$ cat src/sv/cdt_pkg.sv
package cdt_pkg;

    localparam int FIELD_W    = 7;
    localparam int NUM_FIELDS = 7;
    localparam int IDX_W      = 3;

    localparam logic [IDX_W-1:0] IDX_SEC   = 3'd0;
    localparam logic [IDX_W-1:0] IDX_MIN   = 3'd1;
    localparam logic [IDX_W-1:0] IDX_HOUR  = 3'd2;
    localparam logic [IDX_W-1:0] IDX_WDAY  = 3'd3;
    localparam logic [IDX_W-1:0] IDX_DAY   = 3'd4;
    localparam logic [IDX_W-1:0] IDX_MONTH = 3'd5;
    localparam logic [IDX_W-1:0] IDX_YEAR  = 3'd6;

    localparam logic [FIELD_W-1:0] YEAR_HI   = 7'd99;
    localparam logic [FIELD_W-1:0] MONTH_HI  = 7'd12;
    localparam logic [FIELD_W-1:0] HOUR_HI   = 7'd23;
    localparam logic [FIELD_W-1:0] MINUTE_HI = 7'd59;
    localparam logic [FIELD_W-1:0] WDAY_HI   = 7'd7;
    localparam logic [FIELD_W-1:0] FEB_LEAP  = 7'd29;
    localparam logic [FIELD_W-1:0] FEB_DAYS  = 7'd28;
    localparam logic [FIELD_W-1:0] SHORT_MON = 7'd30;
    localparam logic [FIELD_W-1:0] LONG_MON  = 7'd31;

    localparam int IN_DATA_W  = 16;
    localparam int IN_USER_W  = 2;
    localparam int OUT_DATA_W = 56;

    typedef enum logic [1:0] {
        OP_LOAD = 2'd0,
        OP_INC  = 2'd1,
        OP_DEC  = 2'd2,
        OP_SET  = 2'd3
    } t_op;

    typedef enum logic [2:0] {
        STEP_IDLE   = 3'd0,
        STEP_YEAR   = 3'd1,
        STEP_MONTH  = 3'd2,
        STEP_DAY    = 3'd3,
        STEP_HOUR   = 3'd4,
        STEP_MINUTE = 3'd5,
        STEP_WDAY   = 3'd6
    } t_step;

    typedef logic [NUM_FIELDS-1:0][FIELD_W-1:0] t_fields;

    typedef struct packed {
        logic               we;
        logic [IDX_W-1:0]   addr;
        logic [FIELD_W-1:0] data;
    } t_fwr;

    typedef struct packed {
        logic [FIELD_W-1:0] year;
        logic [FIELD_W-1:0] month;
        logic [FIELD_W-1:0] day;
        logic [FIELD_W-1:0] wday;
        logic [FIELD_W-1:0] hour;
        logic [FIELD_W-1:0] minute;
        logic [FIELD_W-1:0] second;
        logic               wreq;
        logic [2:0]         step;
    } t_res;

endpackage

$ cat src/sv/cdt_field_store.sv
module cdt_field_store (
    input  logic            i_clk,
    input  logic            i_rst_n,
    input  cdt_pkg::t_fwr   i_wr,
    output cdt_pkg::t_fields o_fields,
    output cdt_pkg::t_fields o_fields_next
);

    cdt_pkg::t_fields r_fld;

    always_ff @(posedge i_clk) begin
        if (!i_rst_n) begin
            r_fld <= '0;
        end else if (i_wr.we) begin
            r_fld[i_wr.addr] <= i_wr.data;
        end
    end

    // write-through view: state as it stands after this beat
    always_comb begin
        o_fields_next = r_fld;
        if (i_wr.we) begin
            o_fields_next[i_wr.addr] = i_wr.data;
        end
    end

    assign o_fields = r_fld;

endmodule

$ cat src/sv/cdt_edit_unit.sv
module cdt_edit_unit (
    input  cdt_pkg::t_step   i_step,
    input  logic             i_go,
    input  cdt_pkg::t_op     i_op,
    input  logic [cdt_pkg::IDX_W-1:0]   i_idx,
    input  logic [cdt_pkg::FIELD_W-1:0] i_value,
    input  cdt_pkg::t_fields i_fields,
    output cdt_pkg::t_step   o_step_next,
    output logic             o_wreq,
    output cdt_pkg::t_fwr    o_wr
);

    logic [cdt_pkg::IDX_W-1:0]   tgt;
    logic [cdt_pkg::FIELD_W-1:0] lo;
    logic [cdt_pkg::FIELD_W-1:0] hi;
    logic [cdt_pkg::FIELD_W-1:0] mdays;
    logic [cdt_pkg::FIELD_W-1:0] v;
    logic [cdt_pkg::FIELD_W:0]   v_inc;
    logic [cdt_pkg::FIELD_W-1:0] month;

    assign month = i_fields[cdt_pkg::IDX_MONTH];

    always_comb begin
        case (month)
            7'd2: begin
                mdays = (i_fields[cdt_pkg::IDX_YEAR][1:0] == 2'b00) ?
                        cdt_pkg::FEB_LEAP : cdt_pkg::FEB_DAYS;
            end
            7'd4, 7'd6, 7'd9, 7'd11: mdays = cdt_pkg::SHORT_MON;
            default:                 mdays = cdt_pkg::LONG_MON;
        endcase
    end

    always_comb begin
        case (i_step)
            cdt_pkg::STEP_YEAR: begin
                tgt = cdt_pkg::IDX_YEAR;  lo = 7'd0; hi = cdt_pkg::YEAR_HI;
            end
            cdt_pkg::STEP_MONTH: begin
                tgt = cdt_pkg::IDX_MONTH; lo = 7'd1; hi = cdt_pkg::MONTH_HI;
            end
            cdt_pkg::STEP_DAY: begin
                tgt = cdt_pkg::IDX_DAY;   lo = 7'd1; hi = mdays;
            end
            cdt_pkg::STEP_HOUR: begin
                tgt = cdt_pkg::IDX_HOUR;  lo = 7'd0; hi = cdt_pkg::HOUR_HI;
            end
            cdt_pkg::STEP_MINUTE: begin
                tgt = cdt_pkg::IDX_MIN;   lo = 7'd0; hi = cdt_pkg::MINUTE_HI;
            end
            default: begin
                tgt = cdt_pkg::IDX_WDAY;  lo = 7'd1; hi = cdt_pkg::WDAY_HI;
            end
        endcase
    end

    assign v     = i_fields[tgt];
    assign v_inc = {1'b0, v} + 8'd1;

    // next step
    always_comb begin
        o_step_next = i_step;
        if (i_go && i_op == cdt_pkg::OP_SET) begin
            case (i_step)
                cdt_pkg::STEP_IDLE:   o_step_next = cdt_pkg::STEP_YEAR;
                cdt_pkg::STEP_YEAR:   o_step_next = cdt_pkg::STEP_MONTH;
                cdt_pkg::STEP_MONTH:  o_step_next = cdt_pkg::STEP_DAY;
                cdt_pkg::STEP_DAY:    o_step_next = cdt_pkg::STEP_HOUR;
                cdt_pkg::STEP_HOUR:   o_step_next = cdt_pkg::STEP_MINUTE;
                cdt_pkg::STEP_MINUTE: o_step_next = cdt_pkg::STEP_WDAY;
                default:              o_step_next = cdt_pkg::STEP_IDLE;
            endcase
        end
    end

    // field write and request flag
    always_comb begin
        o_wr   = '0;
        o_wreq = 1'b0;
        if (i_go) begin
            if (i_step == cdt_pkg::STEP_IDLE) begin
                case (i_op)
                    cdt_pkg::OP_LOAD: begin
                        o_wr.we   = (i_idx != 3'd7);
                        o_wr.addr = i_idx;
                        o_wr.data = i_value;
                    end
                    cdt_pkg::OP_SET: begin
                        o_wr.we   = 1'b1;
                        o_wr.addr = cdt_pkg::IDX_SEC;
                        o_wr.data = '0;
                    end
                    default: o_wr = '0;
                endcase
            end else begin
                o_wr.addr = tgt;
                case (i_op)
                    cdt_pkg::OP_INC: begin
                        o_wr.we   = 1'b1;
                        o_wr.data = (v_inc > {1'b0, hi}) ? lo : v_inc[cdt_pkg::FIELD_W-1:0];
                    end
                    cdt_pkg::OP_DEC: begin
                        o_wr.we   = 1'b1;
                        o_wr.data = (v == '0 || v <= lo) ? hi : v - 7'd1;
                    end
                    cdt_pkg::OP_SET: begin
                        o_wr.we   = (v > hi);
                        o_wr.data = hi;
                        o_wreq    = (i_step == cdt_pkg::STEP_WDAY);
                    end
                    default: o_wr.we = 1'b0;
                endcase
            end
        end
    end

endmodule

$ cat src/sv/clock_date_time_field_editor.sv
// Channel  Dir  Bus              Contents
// s        in   tdata[15:0]      field_index, value (lowest bits first), zero fill
//               tuser[1:0]       op
// m        out  tdata[55:0]      edit_step, write_request, second, minute, hour,
//                                weekday, day, month, year, zero fill
//
// One beat in, one beat out; the result is registered in the output register or the skid entry before it appears on m.
// s takes a beat every cycle while m keeps up; the field update is a read-modify-write
// on the field store within the accepting cycle.
// Output register plus one skid entry: with the register full and m stalled, one more
// beat goes to the skid, then s_tready stays low until m takes a beat.
// Synchronous active-low reset clears all fields and returns to idle.
module clock_date_time_field_editor (
    input  logic                            i_clk,
    input  logic                            i_rst_n,
    input  logic                            i_s_tvalid,
    output logic                            o_s_tready,
    input  logic [cdt_pkg::IN_DATA_W-1:0]   i_s_tdata,  // field_index, value
    input  logic [cdt_pkg::IN_USER_W-1:0]   i_s_tuser,  // op
    output logic                            o_m_tvalid,
    input  logic                            i_m_tready,
    output logic [cdt_pkg::OUT_DATA_W-1:0]  o_m_tdata   // step, wreq, sec..year
);

    cdt_pkg::t_step   r_step;
    cdt_pkg::t_step   n_step;
    cdt_pkg::t_fields fields;
    cdt_pkg::t_fields fields_next;
    cdt_pkg::t_fwr    wr;
    cdt_pkg::t_res    res;
    cdt_pkg::t_res    r_out;
    cdt_pkg::t_res    r_skid;
    logic             r_out_v;
    logic             r_skid_v;
    logic             wreq;
    logic             push;
    logic             pop;

    assign o_s_tready = !r_skid_v;
    assign push       = i_s_tvalid && o_s_tready;
    assign pop        = r_out_v && i_m_tready;

    cdt_edit_unit u_edit (
        .i_step      (r_step),
        .i_go        (push),
        .i_op        (cdt_pkg::t_op'(i_s_tuser)),
        .i_idx       (i_s_tdata[2:0]),
        .i_value     (i_s_tdata[9:3]),
        .i_fields    (fields),
        .o_step_next (n_step),
        .o_wreq      (wreq),
        .o_wr        (wr)
    );

    cdt_field_store u_store (
        .i_clk         (i_clk),
        .i_rst_n       (i_rst_n),
        .i_wr          (wr),
        .o_fields      (fields),
        .o_fields_next (fields_next)
    );

    always_comb begin
        res.step   = n_step;
        res.wreq   = wreq;
        res.second = fields_next[cdt_pkg::IDX_SEC];
        res.minute = fields_next[cdt_pkg::IDX_MIN];
        res.hour   = fields_next[cdt_pkg::IDX_HOUR];
        res.wday   = fields_next[cdt_pkg::IDX_WDAY];
        res.day    = fields_next[cdt_pkg::IDX_DAY];
        res.month  = fields_next[cdt_pkg::IDX_MONTH];
        res.year   = fields_next[cdt_pkg::IDX_YEAR];
    end

    always_ff @(posedge i_clk) begin
        if (!i_rst_n) begin
            r_step <= cdt_pkg::STEP_IDLE;
        end else begin
            r_step <= n_step;
        end
    end

    always_ff @(posedge i_clk) begin
        if (!i_rst_n) begin
            r_out_v  <= 1'b0;
            r_skid_v <= 1'b0;
        end else if (pop) begin
            if (r_skid_v) begin
                r_out    <= r_skid;
                r_skid_v <= 1'b0;
            end else if (push) begin
                r_out <= res;
            end else begin
                r_out_v <= 1'b0;
            end
        end else if (push) begin
            if (!r_out_v) begin
                r_out   <= res;
                r_out_v <= 1'b1;
            end else begin
                r_skid   <= res;
                r_skid_v <= 1'b1;
            end
        end
    end

    assign o_m_tvalid = r_out_v;
    assign o_m_tdata  = {3'b000, r_out};

endmodule
$ cat config.mk
export PLATFORM = sky130hd
export DESIGN_NAME = clock_date_time_field_editor
export DESIGN_NICKNAME = d
export VERILOG_FILES = /design/src/sv/cdt_pkg.sv /design/src/sv/cdt_field_store.sv /design/src/sv/cdt_edit_unit.sv /design/src/sv/clock_date_time_field_editor.sv
export SDC_FILE = /design/constraint.sdc
export NUM_CORES = 1
export LEC_CHECK = 0
export ABC_AREA = 1
export BUFFER_PORTS_ARGS = -buffer_cell sky130_fd_sc_hd__buf_2
export CAP_MARGIN = 30
export CORE_ASPECT_RATIO = 1.4
export CORE_UTILIZATION = 38
export DETAILED_ROUTE_END_ITERATION = 10
export PLACE_DENSITY_LB_ADDON = 0.08
export SETUP_SLACK_MARGIN = 0.15
export SYNTH_ARGS = -nofsm -noshare
export SYNTH_HDL_FRONTEND = slang
export SYNTH_SLANG_ARGS = --single-unit
$ cat constraint.sdc
create_clock -name i_clk -period 10.3 [get_ports i_clk]
set_input_delay 1.03 -clock i_clk [delete_from_list [all_inputs] [get_ports i_clk]]
set_output_delay 1.03 -clock i_clk [all_outputs]
set_load 0.05 [all_outputs]
Yosys cells after proc, flatten, opt, wreduce, memory -nomap -nowiden
Cells that the tools add are included.
{"block": "word_totals", "ff_bits": 160, "in_bits": 22, "out_inout_bits": 58, "wordCells": 107}
{"block": "op_classes", "addsub": 2, "n_lt_le_gt_ge": 6, "eq_ne": 18, "muxes": 31, "bitwise": 2, "n_reduce_logical": 20}
{"operator": "two-way mux 53 bit", "count": 5}
{"operator": "bitwise mux 49 bit", "count": 1}
{"operator": "two-way mux 49 bit", "count": 1}
{"operator": "one-hot mux 7 bit (5 select lines)", "count": 1}
{"operator": "two-way mux 7 bit", "count": 4}
{"operator": "two-way mux 11 bit", "count": 2}
{"operator": "one-hot mux 11 bit (2 select lines)", "count": 1}
{"operator": "binary-select mux 7 bit (select 3 bit)", "count": 1}
{"operator": "demux 7 bit (select 3 bit)", "count": 1}
{"operator": "one-hot mux 7 bit (3 select lines)", "count": 1}
{"operator": "one-hot mux 3 bit (6 select lines)", "count": 1}
{"operator": "one-hot mux 3 bit (5 select lines)", "count": 1}
{"operator": "== test 7 x 3 -> 1 bit (second input constant)", "count": 2}
{"operator": "== test 7 x 4 -> 1 bit (second input constant)", "count": 2}
{"operator": "one-hot mux 7 bit (2 select lines)", "count": 1}
{"operator": "== test 3 bit (second input constant)", "count": 3}
{"operator": "adder 7 x 1 -> 8 bit (second input constant)", "count": 1}
{"operator": "greater-than comparator 8 x 7 -> 1 bit", "count": 1}
{"operator": "< comparator 3 x 4 -> 1 bit (second input constant)", "count": 2}
{"operator": "two-way mux 1 bit", "count": 8}
{"operator": "AND reduction 4 bit", "count": 2}
{"operator": "== test 7 x 2 -> 1 bit (second input constant)", "count": 1}
{"operator": "greater-than comparator 7 bit", "count": 1}
{"operator": "<= comparator 7 x 1 -> 1 bit", "count": 1}
{"operator": "other kinds (24)", "count": 34}

Logic depth before layout (Yosys ltp)
Gate-level depths: netlist of run 1.
{"block": "logic_depth", "word_depth": 19, "depth_mapped": 31}

By module
From an unflattened synthesis of run 1, not the netlist that was laid out.
{"block": "hier_totals", "hier_cells": 1119, "hier_area_um2": 8894.8}
{"mod": "clock_date_time_field_editor", "instances": 1, "cells_each": 308, "area_per_inst_um2": 4167.7}
{"mod": "cdt_edit_unit", "instances": 1, "cells_each": 427, "area_per_inst_um2": 2419.8}
{"mod": "cdt_field_store", "instances": 1, "cells_each": 384, "area_per_inst_um2": 2307.2}

Worst setup path before layout of run 1
Ideal clock, no wire load.
{"block": "synth_timing", "path_type": "in2reg", "start": "input port i_s_tvalid", "end": "register r_out (netlist bit o_m_tdata[0]) (enable)", "t_arrival_ns": 5.143, "slack_ns": 4.617, "path_stages": 3, "path_buffers": 0, "cell_sequence": "nand2_1 > o21ai_0 > nor3b_1"}
{"block": "synth_via", "elab_chain_len": 3}
{"element": "from (decl)", "line_no": "clock_date_time_field_editor.sv:16", "text": "input logic i_s_tvalid,"}
{"element": "logical AND 1 bit (*)", "line_no": "clock_date_time_field_editor.sv:40", "text": "assign push = i_s_tvalid && o_s_tready;"}
{"element": "nonzero test 2 bit (no line)"}
{"element": "AND reduction 4 bit (no line) (*)"}
{"element": "to (signal assigned)", "line_no": "clock_date_time_field_editor.sv:89", "text": "r_out <= r_skid;"}
{"element": "to (signal assigned)", "line_no": "clock_date_time_field_editor.sv:92", "text": "r_out <= res;"}
{"element": "to (signal assigned)", "line_no": "clock_date_time_field_editor.sv:98", "text": "r_out <= res;"}
{"element": "to (decl)", "line_no": "clock_date_time_field_editor.sv:31", "text": "cdt_pkg::t_res r_out;"}
Mark *: on every way between the ends. The rest lies on a longest branch, timed or not.
A chain may end at the register's enable or synchronous reset.

==> out/results.md, run 1 <==
| Parameter | This run |
|---|---|
| Run status | complete, no violations |
| Count of state elements after synthesis | 160 |
| Type of element launching the critical path | flop |
| Worst setup slack after layout | 4.72 ns |
| Critical path endpoint category | flop |
| Cell depth of the worst min-delay path | 2 |
| TritonCTS clock tree | done |
| Cts-stage hold buffer count | 0 |
| Arrival time at the worst endpoint | 5.77 ns |
| Wire length of the first global-routing pass | 35.7 mm |
| Final Slew Violations | 0 |
| Worst hold path startpoint | u_store.o_fields[48]$_SDFF_PN0_ |
| Hold Crit Endpoint | u_store.o_fields[48]$_SDFF_PN0_ |
| Depth of the worst register-to-register path | 29 |
| Minimum period implied by the final worst setup slack | 5.58 ns |
| Initial antenna violation count | 0 |
| Placer Congestion | 0.864 |
| Area of the multi-input gates | 3690 µm² |
| Horizontal die dimension | 128 µm |
| Critical register-to-register path startpoint | r_step[2]$_SDFF_PN0_ |
| Required time at the worst-slack endpoint | 10.48 ns |
| CTS H-tree lvls | 4 |
| Post-route ant nets | 0 |
| Power density over the cells | 165 nW/µm² |
| Number of diodes | 0 |
| Maximum number of pins on one net before global-route repair | 58 |
| Slowest CP cell | sky130_fd_sc_hd__dfxtp_1 |
| IR Drop Worst-Case VDD | 0.123 mV |
| Path class of the lowest-slack min-delay path | reg -> reg |
| DRC | 0 |
| Slowest stage delay, CP | 0.65 ns |
| Synthesized area per cell | 8.30 µm² |
| Maximum clock path buffer count | 2 |
| Proportion of layout cells with a drive suffix above 1 | 19.2% |
| Area growth from synthesis to layout | 13.6% |
| Die height | 179 µm |
| Maximum clock frequency | 179 MHz |
| Initial Utilization | 38.9% |
| Switching pwr | 0.435 mW |
| Post-detail-place hpwl | 16.0 mm |
| Register-to-Register Setup Slack | 4.72 ns |
| Total global-route track usage | 21.2% |
| Clock share of power | 41.2% |
| Measured slew at the worst slew-check pin | 1.02 ns |
| Number of warnings reported in the yosys synthesis log | 0 |
| Total number of vias | 6801 |
| Number of instances resized during post-cts repair | 0 |
| Static leakage | 4.39 nW |
| Sequential share of power | 44.3% |
| Setup repair bufs after CTS | 0 |
| Net Sw Frac | 27.3% |
| Number of global-route vias before repair | 6346 |
| Synth unique cells | 40 |
| Routed wire length | 23.2 mm |
| Family with the most delay on the worst path | simple AND/OR/NAND/NOR gates |
| Fill cell total of the finished layout | 2254 |
| Aggregate global routing overflow | 0 |
| Number of nets in the final layout | 1125 |
| Clock latency reported for the late side of the worst-skew pair | 0.44 ns |
| Share of the yosys chip area belonging to registers | 50.2% |
| RSZ-0062 raised after global routing | no |
| Summed instance area of the synthesized netlist | 8490 µm² |
| Final total power | 1.59 mW |
| Reg-to-reg endpoint | r_skid[20]$_DFFE_PP_ |
| Critical path class | reg -> reg |
| Total Die Area | 23000 µm² |
| Crit share post-route | 54.2% |
| Largest fanout of any net on the critical path | 24 |
| Routed length per instance | 16.7 µm |
| CP Buf/Inv Count | 5 |
| Number of buffers added on ports | 70 |
| Drt via density | 4.89 |
| Register cell area after layout | 4260 µm² |
| TritonCTS buffer count | 17 |
| Worst slew margin relative to its limit | 31.6% |
| Boundary pin count | 80 |
| Root buffer selected by CTS | sky130_fd_sc_hd__clkbuf_16 |
| Clock-pin slew on the worst setup and hold paths | 0.06 ns |
| DP Worst Slack | 4.74 ns |
| Total of endpoints with negative setup slack in the final report | 0 |
| Setup TNS after final layout | 0 ns |
| Largest clock skew in the final design | 0.0117 ns |
| Max Cap Violations | 0 |
| Total iterations of the first detailed-routing run | 5 |
| Int Power | 1.16 mW |
| Number of instances in the synthesized netlist | 1023 |
| Dominant cell type by count on the critical path | sky130_fd_sc_hd__nand2_1 |
| Total core area | 21900 µm² |
| Iteration-0 DRC Markers | 409 |
| Hold Fails Final Rpt | 0 |
| Clock Sink Count | 160 |
| Standard-cell row count | 64 |
| Fraction of power consumed by combinational cells | 14.4% |
routing by layer:
layer | global-route usage, % | routed length (µm) | share of wire [%] | vias up
li1 | - | - | - | 3453
met1 | 25.8 | 9820 | 42 | 3149
met2 | 36.3 | 11800 | 51 | 161
met3 | 3.25 | 845 | 3.6 | 38
met4 | 10.8 | 741 | 3.2 | 0
met5 | 0 | 0 | 0 | -
worst max path at each step:
stage / cells past startpoint / start / slack, ns / end
after CTS: 29 / r_step[2]$_SDFF_PN0_ / 4.71 / r_skid[20]$_DFFE_PP_
after global placement: 29 / r_step[2]$_SDFF_PN0_ / 4.76 / r_skid[48]$_DFFE_PP_
after floorplan: 3 / i_s_tvalid / 4.62 / o_m_tdata[0]$_DFFE_PP_
final: 29 / r_step[2]$_SDFF_PN0_ / 4.72 / r_skid[20]$_DFFE_PP_
after detailed placement: 29 / r_step[2]$_SDFF_PN0_ / 4.74 / r_skid[48]$_DFFE_PP_
after global routing: 29 / r_step[2]$_SDFF_PN0_ / 4.28 / r_skid[34]$_DFFE_PP_
Yosys cell counts (all sizes together):
master    n  area, µm²
xor2      1       8.76
xnor2     1       8.76
nor3b     2       15.0
a21oi    56        322
clkinv    4       21.3
clkbuf   15       56.3
nand3   131        751
o21ai    21        116
nor3      3       26.3
edfxtp  106       3180
nor2     40        180
buf      22        173
o211ai    1       7.51
nor4      2       12.5
inv      84        315
ha       21        263
o21a      1       7.51
nand2   439       1830
or2      12       75.1
dfxtp    54       1080
conb      1       3.75
a31oi     1       6.26
nand4     2       12.5
nand3b    3       22.5
final cells by class:
| cell class | count | area share, % |
|---|---|---|
| Timing Repair Buffer | 75 | 4.02 |
| Clock buffer | 19 | 4.49 |
| Multi-Input combinational cell | 740 | 38.2 |
| Inverter | 88 | 3.49 |
| Tap cell | 297 | 3.85 |
| Sequential cell | 160 | 44.2 |
| Clock inverter | 12 | 1.72 |
worst min-delay path: stages (launching register included):
cell and delay [ns]:
sky130_fd_sc_hd__dfxtp_1 0.31, sky130_fd_sc_hd__nand2_1 0.08, sky130_fd_sc_hd__a21oi_1 0.06
power groups by stage:
stage / Combinational (mW) / Sequential (mW) / Clock, mW
after CTS: 0.232 / 0.706 / 0.670
final: 0.230 / 0.706 / 0.657
after floorplan: 0.137 / 0.757 / 0
after global routing: 0.253 / 0.707 / 0.690
after global placement: 0.231 / 0.719 / 0
after detailed placement: 0.231 / 0.720 / 0
stage by stage:
stage / cells / hold slack (ns) / utilization (%) / instance area (µm²)
floorplan: 1025 / 0.462 / - / 8500
global placement: 1360 / 0.478 / 41.4 / 9050
detailed placement: 1360 / 0.480 / 41.4 / 9050
CTS: 1391 / 0.492 / 44.1 / 9650
global route: 1391 / 0.512 / 44.1 / 9650
finish: 1391 / 0.494 / 44.1 / 9650
layout by cell type, fill, tap and decap left out, drive strengths merged:
| cell type | instances |
|---|---|
| nor4 | 2 |
| inv | 85 |
| xor2 | 1 |
| nand4 | 2 |
| conb | 3 |
| o21a | 1 |
| buf | 75 |
| nor2 | 40 |
| xnor2 | 1 |
| edfxtp | 106 |
| ha | 21 |
| bufinv | 4 |
| nand2 | 439 |
| clkbuf | 19 |
| nand3b | 3 |
| o211ai | 1 |
| dfxtp | 54 |
| clkinvlp | 2 |
| a31oi | 1 |
| nand3 | 131 |
| o21ai | 21 |
| nor3b | 2 |
| nor3 | 3 |
| a21oi | 56 |
| or2 | 12 |
| clkinv | 9 |
sequential cells by signal (all words and copies together) (netlist names):
| signal | cells |
|---|---|
| r_skid_v | 1 |
| o_m_tvalid | 1 |
| r_skid | 53 |
| u_store.o_fields | 49 |
| o_m_tdata | 53 |
| r_step | 3 |
logic make-up after synthesis:
family	count (synthesis)	share of synthesized area [%]
AND/OR/NAND/NOR	634	34.4
flip-flops	160	50.2
buffers and inverters	125	6.66
AO/OA/AOI/OAI	80	5.41
adder cells (fa/ha/maj)	21	3.09
XOR/XNOR	2	0.206
other	1	0.0442
No activity file was read; power rests on OpenSTA's default activity.
==> inputs of run 2 (changes only) <==
- clock period: 10.3 -> 4.8 ns (I/O delays scaled with it)
==> out/results.md, run 2 (synthesis gave the netlist of run 1 again) <==
| Parameter | This run |
|---|---|
| Post-route ant nets | 0 |
| Clock latency reported for the late side of the worst-skew pair | 0.44 ns |
| Final Slew Violations | 0 |
| Minimum period implied by the final worst setup slack | 4.30 ns |
| Power density over the cells | 350 nW/µm² |
| Maximum clock path buffer count | 2 |
| Placer Congestion | 0.878 |
| TritonCTS buffer count | 17 |
| Sequential share of power | 43.4% |
| Root buffer selected by CTS | sky130_fd_sc_hd__clkbuf_16 |
| Initial antenna violation count | 0 |
| Leading cell type in the layout, fill and taps excluded | sky130_fd_sc_hd__nand2_1 |
| IR Drop Worst-Case VDD | 0.237 mV |
| Largest clock skew in the final design | 0.0127 ns |
| Iteration-0 DRC Markers | 559 |
| Type of element launching the critical path | flop |
| Number of buffers added on ports | 70 |
| Static leakage | 4.56 nW |
| Clock-pin slew on the worst setup and hold paths | 0.07 ns |
| Cts-stage hold buffer count | 0 |
| Hold Fails Final Rpt | 0 |
| Wire length of the first global-routing pass | 36.2 mm |
| CTS H-tree lvls | 4 |
| Register cell area after layout | 4270 µm² |
| Aggregate global routing overflow | 0 |
| Measured slew at the worst slew-check pin | 0.756 ns |
| RSZ-0062 raised after global routing | no |
| Total iterations of the first detailed-routing run | 6 |
| Proportion of layout cells with a drive suffix above 1 | 21.5% |
| Clock Sink Count | 160 |
| Number of nets in the final layout | 1153 |
| Area of the multi-input gates | 3740 µm² |
| Arrival time at the worst endpoint | 4.49 ns |
| Fraction of power consumed by combinational cells | 14.8% |
| DP Worst Slack | 0.273 ns |
| Boundary pin count | 80 |
| Worst setup slack after layout | 0.498 ns |
| Number of global-route vias before repair | 6579 |
| Maximum clock frequency | 232 MHz |
| Max Cap Violations | 0 |
| Setup TNS after final layout | 0 ns |
| Clock share of power | 41.8% |
| Die height | 179 µm |
| Total number of vias | 6945 |
| Int Power | 2.56 mW |
| Run status | complete, no violations |
| Area growth from synthesis to layout | 17.4% |
| Fill cell total of the finished layout | 2214 |
| DRC | 0 |
| Critical path endpoint category | flop |
| TritonCTS clock tree | done |
| Final cell utilization of the core | 45.6% |
| Routed wire length | 23.2 mm |
| Critical path class | reg -> reg |
| Post-detail-place hpwl | 16.2 mm |
| Initial Utilization | 38.9% |
| Crit share post-route | 89.6% |
| Total of endpoints with negative setup slack in the final report | 0 |
| Path class of the lowest-slack min-delay path | in -> reg |
| Number of diodes | 0 |
| Total Die Area | 23000 µm² |
| Required time at the worst-slack endpoint | 4.99 ns |
| Largest fanout of any net on the critical path | 8 |
| Routed length per instance | 16.3 µm |
| Total core area | 21900 µm² |
| Worst slew margin relative to its limit | 49.6% |
| Net Sw Frac | 26.6% |
| Switching pwr | 0.929 mW |
| Drt via density | 4.89 |
| Number of placed instances with taps included | 1383 |
| Final non-filler cell total | 1420 |
| Standard-cell row count | 64 |
| Commonest cells after routing, fill and taps aside | sky130_fd_sc_hd__nand2_1 (392), sky130_fd_sc_hd__nand3_1 (112), sky130_fd_sc_hd__edfxtp_1 (106) |
| Maximum number of pins on one net before global-route repair | 57 |
| Total global-route track usage | 21.3% |
| Horizontal die dimension | 128 µm |
==> run 2: changes by cell type in the layout (fill, tap and decap cells not counted), sizes merged <==
cell	change
inv	-1
clkinvlp	-2
clkbuf	+1
clkinv	+2
buf	+27
bufinv	+1
nor2	+1
==> run 2: stage by stage <==
step | power (mW) | hold WS [ns] | area [µm²]
floorplan | 1.92 | 0.462 | 8510
global placement | 2.05 | 0.476 | 9240
detailed placement | 2.05 | 0.478 | 9260
CTS | 3.52 | 0.296 | 9890
global route | 3.63 | 0.331 | 9970
finish | 3.49 | 0.312 | 9970
==> run 2: cell type report <==
| class | count | share of cell area [%] |
|---|---|---|
| Inverter | 88 | 3.37 |
| Clock buffer | 20 | 4.38 |
| Clock inverter | 12 | 1.91 |
| Multi-Input combinational cell | 741 | 37.5 |
| Sequential cell | 160 | 42.8 |
| Tap cell | 297 | 3.73 |
| Timing Repair Buffer | 102 | 6.37 |
==> run 2: per-layer routing <==
| layer | global-route usage, % | vias to the layer above | part of all wire, % |
|---|---|---|---|
| li1 | - | 3508 | - |
| met1 | 26.6 | 3249 | 42 |
| met2 | 36.6 | 150 | 51 |
| met3 | 3.22 | 38 | 3.6 |
| met4 | 8.92 | 0 | 3.1 |
| met5 | 0 | - | 0 |
==> run 2: final timing paths <==
path | startpoint | endpoint | slack (ns) | cells past startpoint
setup / recovery | r_step[2]$_SDFF_PN0_ | r_skid[47]$_DFFE_PP_ | 0.50 | 25
hold / removal | i_rst_n | o_m_tvalid$_SDFFE_PN0P_ | 0.31 | 3
setup reg to reg | r_step[2]$_SDFF_PN0_ | r_skid[47]$_DFFE_PP_ | 0.50 | 25
hold reg to reg | u_store.o_fields[3]$_SDFF_PN0_ | u_store.o_fields[3]$_SDFF_PN0_ | 0.49 | 2
==> run 2: critical path, cell delays in order (launching register included) <==
cell,delay (ns)
sky130_fd_sc_hd__dfxtp_2,0.48
sky130_fd_sc_hd__inv_1,0.15
sky130_fd_sc_hd__nand2_1,0.30
sky130_fd_sc_hd__inv_1,0.21
sky130_fd_sc_hd__nand3_1,0.14
sky130_fd_sc_hd__nand2_2,0.13
sky130_fd_sc_hd__ha_1,0.24
sky130_fd_sc_hd__or2_2,0.29
sky130_fd_sc_hd__nand2_1,0.07
sky130_fd_sc_hd__inv_1,0.06
sky130_fd_sc_hd__ha_1,0.26
sky130_fd_sc_hd__nand2_1,0.06
sky130_fd_sc_hd__o21a_1,0.17
sky130_fd_sc_hd__o21ai_0,0.15
sky130_fd_sc_hd__a21oi_1,0.07
sky130_fd_sc_hd__or2_2,0.29
sky130_fd_sc_hd__nand2_1,0.10
sky130_fd_sc_hd__nor2_2,0.07
sky130_fd_sc_hd__nand2_1,0.06
sky130_fd_sc_hd__nand3_1,0.07
sky130_fd_sc_hd__nand2_1,0.08
sky130_fd_sc_hd__nand2_2,0.14
sky130_fd_sc_hd__nand2_4,0.16
sky130_fd_sc_hd__clkinv_2,0.14
sky130_fd_sc_hd__nand2_2,0.10
sky130_fd_sc_hd__nand2_1,0.05
==> run 2: what timing repair did <==
item	in CTS	in global routing
endpoints found under the setup margin	0	105
gates resized for setup	0	8
buffers inserted	0	4
==> run 2: power by group through the flow <==
stage                     registers (mW)  clock network, mW  logic (mW)
after global placement              1.54                  0       0.509
after global routing                1.52               1.54       0.567
final                               1.51               1.46       0.518
after detailed placement            1.54                  0       0.510
after floorplan                     1.62                  0       0.294
after CTS                           1.51               1.49       0.512
==> inputs of run 3 (changes only) <==
- SYNTH_HIERARCHICAL: unset -> 1
==> out/results.md, run 3 <==
| Parameter | This run |
|---|---|
| Run status | complete, no violations |
| Boundary pin count | 80 |
| Reg-to-reg endpoint | o_m_tdata[36]$_DFFE_PP_ |
| Post-synth top area share | 35.8% |
| Cell with the most instances after synthesis | sky130_fd_sc_hd__nand2_1 |
| Switching pwr | 0.898 mW |
| Routed length per instance | 14.1 µm |
| Number of global-route vias before repair | 6820 |
| Maximum number of pins on one net before global-route repair | 93 |
| Summed instance area of the synthesized netlist | 8890 µm² |
| Number of instances in the synthesized netlist | 1119 |
| Area growth from synthesis to layout | 22.4% |
| Register cell area after layout | 4270 µm² |
| Share of the yosys chip area belonging to registers | 47.9% |
| Commonest cells after routing, fill and taps aside | sky130_fd_sc_hd__nand2_1 (309), sky130_fd_sc_hd__inv_1 (213), sky130_fd_sc_hd__nand3_1 (106), sky130_fd_sc_hd__edfxtp_1 (106), sky130_fd_sc_hd__buf_4 (86) |
| Fraction of power consumed by combinational cells | 13.8% |
| Final Slew Violations | 0 |
| Placer Congestion | 0.938 |
| Register-to-Register Setup Slack | 0.56 ns |
| Clock Sink Count | 160 |
| Sequential share of power | 44.3% |
| Hold Crit Endpoint | r_skid_v$_SDFFE_PP0P_ |
| Number of warnings reported in the yosys synthesis log | 6 |
| Number of enable flip-flop cells after synthesis | 106 |
| Clock share of power | 41.9% |
| Critical path endpoint category | flop |
| Synth area leaders | sky130_fd_sc_hd__edfxtp_1 (36%), sky130_fd_sc_hd__nand2_1 (13%), sky130_fd_sc_hd__dfxtp_1 (12%) |
| Aggregate global routing overflow | 0 |
| Setup TNS after final layout | 0 ns |
| Depth of the worst register-to-register path | 32 |
| CP Buf/Inv Count | 8 |
| Ranking of synthesized cells by instance count | sky130_fd_sc_hd__nand2_1 (310), sky130_fd_sc_hd__inv_1 (218), sky130_fd_sc_hd__edfxtp_1 (106), sky130_fd_sc_hd__nand3_1 (106), sky130_fd_sc_hd__nor2_1 (79) |
| Arrival time at the worst endpoint | 4.39 ns |
| Worst slew margin relative to its limit | 37.1% |
| Wire length of the first global-routing pass | 35.8 mm |
| Number of buffers added on ports | 70 |
| Cell depth of the worst min-delay path | 3 |
| TritonCTS clock tree | done |
| Total number of vias | 7188 |
| Horizontal die dimension | 131 µm |
| Slowest CP cell | sky130_fd_sc_hd__dfxtp_2 |
| Critical path class | reg -> reg |
| Count of state elements after synthesis | 160 |
| Proportion of layout cells with a drive suffix above 1 | 21.8% |
| Maximum clock path buffer count | 2 |
| Clock latency reported for the late side of the worst-skew pair | 0.43 ns |
| Total iterations of the first detailed-routing run | 6 |
| CTS H-tree lvls | 4 |
| Hold Worst Slack | 0.304 ns |
| Fill cell total of the finished layout | 2313 |
| Total global-route track usage | 19.5% |
| Post-detail-place hpwl | 16.8 mm |
| Largest clock skew in the final design | 0.00831 ns |
| Synthesized area per cell | 7.95 µm² |
| Root buffer selected by CTS | sky130_fd_sc_hd__clkbuf_16 |
| Die height | 183 µm |
| Int Power | 2.55 mW |
| Measured slew at the worst slew-check pin | 0.941 ns |
| Number of nets in the final layout | 1316 |
| Net Sw Frac | 26.1% |
| Synth unique cells | 44 |
| Flip-flop cell with the highest count after synthesis | sky130_fd_sc_hd__edfxtp_1 |
| Cts-stage hold buffer count | 0 |
| Required time at the worst-slack endpoint | 4.95 ns |
| Fraction of synthesis flops using an asynchronous set or reset pin | 0% |
| Path class of the lowest-slack min-delay path | in -> reg |
| Number of diodes | 0 |
| Clock-pin slew on the worst setup and hold paths | 0.06 ns |
| Area of the multi-input gates | 3590 µm² |
| DRC | 0 |
| Initial Utilization | 39.1% |
| Max Cap Violations | 0 |
| IR Drop Worst-Case VDD | 0.227 mV |
| Post-route ant nets | 0 |
| Total Die Area | 24000 µm² |
| Family with the most delay on the worst path | simple AND/OR/NAND/NOR gates |
| TritonCTS buffer count | 17 |
| Standard-cell row count | 65 |
| Critical register-to-register path startpoint | r_step[2]$_SDFF_PN0_ |
| Total core area | 22800 µm² |
| Worst hold path startpoint | i_s_tvalid |
| Initial antenna violation count | 0 |
| Hold Fails Final Rpt | 0 |
| Minimum period implied by the final worst setup slack | 4.24 ns |
| Dominant cell type by count on the critical path | sky130_fd_sc_hd__nand2_1 |
| Routed wire length | 22.3 mm |
| Power density over the cells | 316 nW/µm² |
| Total of endpoints with negative setup slack in the final report | 0 |
| Largest fanout of any net on the critical path | 16 |
| Iteration-0 DRC Markers | 461 |
| Top cell type by total area after synthesis | sky130_fd_sc_hd__edfxtp_1 |
| Maximum clock frequency | 236 MHz |
| Crit share post-route | 88.3% |
| Type of element launching the critical path | flop |
| Leading cell type in the layout, fill and taps excluded | sky130_fd_sc_hd__nand2_1 |
| Slowest stage delay, CP | 0.34 ns |
| Drt via density | 4.54 |
| Static leakage | 5.22 nW |
| RSZ-0062 raised after global routing | no |
[run 3: metal layers]
layer	vias up	part of all wire (%)	global-route usage (%)
li1	3808	-	-
met1	3240	45	24.1
met2	113	50	33.6
met3	27	2.6	2.85
met4	0	2.8	8.74
met5	-	0	0
[run 3: worst min-delay path, stage by stage]
cell and delay, ns:
sky130_fd_sc_hd__buf_2 0.09, sky130_fd_sc_hd__a21oi_1 0.06, sky130_fd_sc_hd__nor2_1 0.07
[run 3: area by class of cell]
cell class / instances / share of cell area, %
Multi-Input combinational cell: 698 / 33.0
Clock buffer: 20 / 4.10
Tap cell: 301 / 3.46
Clock inverter: 12 / 1.68
Timing Repair Buffer: 165 / 10.7
Inverter: 227 / 7.89
Sequential cell: 160 / 39.2
[run 3: cell families (layout without fill, tap and decap cells)]
| logic type | after synthesis | count (layout) | share of synthesized area, % |
|---|---|---|---|
| other | 1 | 3 | 0.0422 |
| DFF | 160 | 160 | 47.9 |
| adders and majority gates | 25 | 25 | 3.52 |
| AOI/OAI and AO/OA | 102 | 102 | 6.50 |
| xor gates and xnor gates | 4 | 4 | 0.478 |
| and+or+nand+nor | 564 | 564 | 29.0 |
| buffers and inverters | 263 | 424 | 12.5 |
[run 3: how the worst max path moves through the flow]
stage	start	to	slack, ns	cells past startpoint
2_1_floorplan	o_m_tvalid$_SDFFE_PN0P_	o_m_tdata[0]$_DFFE_PP_	0.63	3
3_3_place_gp	r_step[1]$_SDFF_PN0_	o_m_tdata[37]$_DFFE_PP_	0.20	30
3_5_place_dp	r_step[1]$_SDFF_PN0_	o_m_tdata[38]$_DFFE_PP_	0.17	30
4_1_cts	r_step[1]$_SDFF_PN0_	o_m_tdata[37]$_DFFE_PP_	0.15	30
5_1_grt	r_step[2]$_SDFF_PN0_	o_m_tdata[6]$_DFFE_PP_	0.15	32
6_report	r_step[2]$_SDFF_PN0_	o_m_tdata[36]$_DFFE_PP_	0.56	32
[run 3: what timing repair did]
action	4_1_cts	5_1_grt
resized for setup	1	23
endpoints found under the setup margin	1	147
buffers inserted	0	4
pin swaps	0	2
[run 3: metrics by stage]
stage               power [mW]  util [%]  worst slack (ns)  instance area, µm²  instances
CTS                       3.48      47.3             0.155               10800       1579
floorplan                 1.88         -             0.626                8900       1121
global route              3.59      47.8             0.153               10900       1583
global placement          2.02      44.5             0.198               10100       1547
detailed placement        2.02      44.5             0.168               10100       1547
finish                    3.44      47.8             0.560               10900       1583
[run 3: power groups by stage]
stage / logic (mW) / clock network, mW / registers, mW
after global placement: 0.465 / 0 / 1.55
after floorplan: 0.243 / 0 / 1.63
final: 0.476 / 1.44 / 1.52
after detailed placement: 0.469 / 0 / 1.55
after global routing: 0.524 / 1.54 / 1.53
after CTS: 0.471 / 1.48 / 1.53
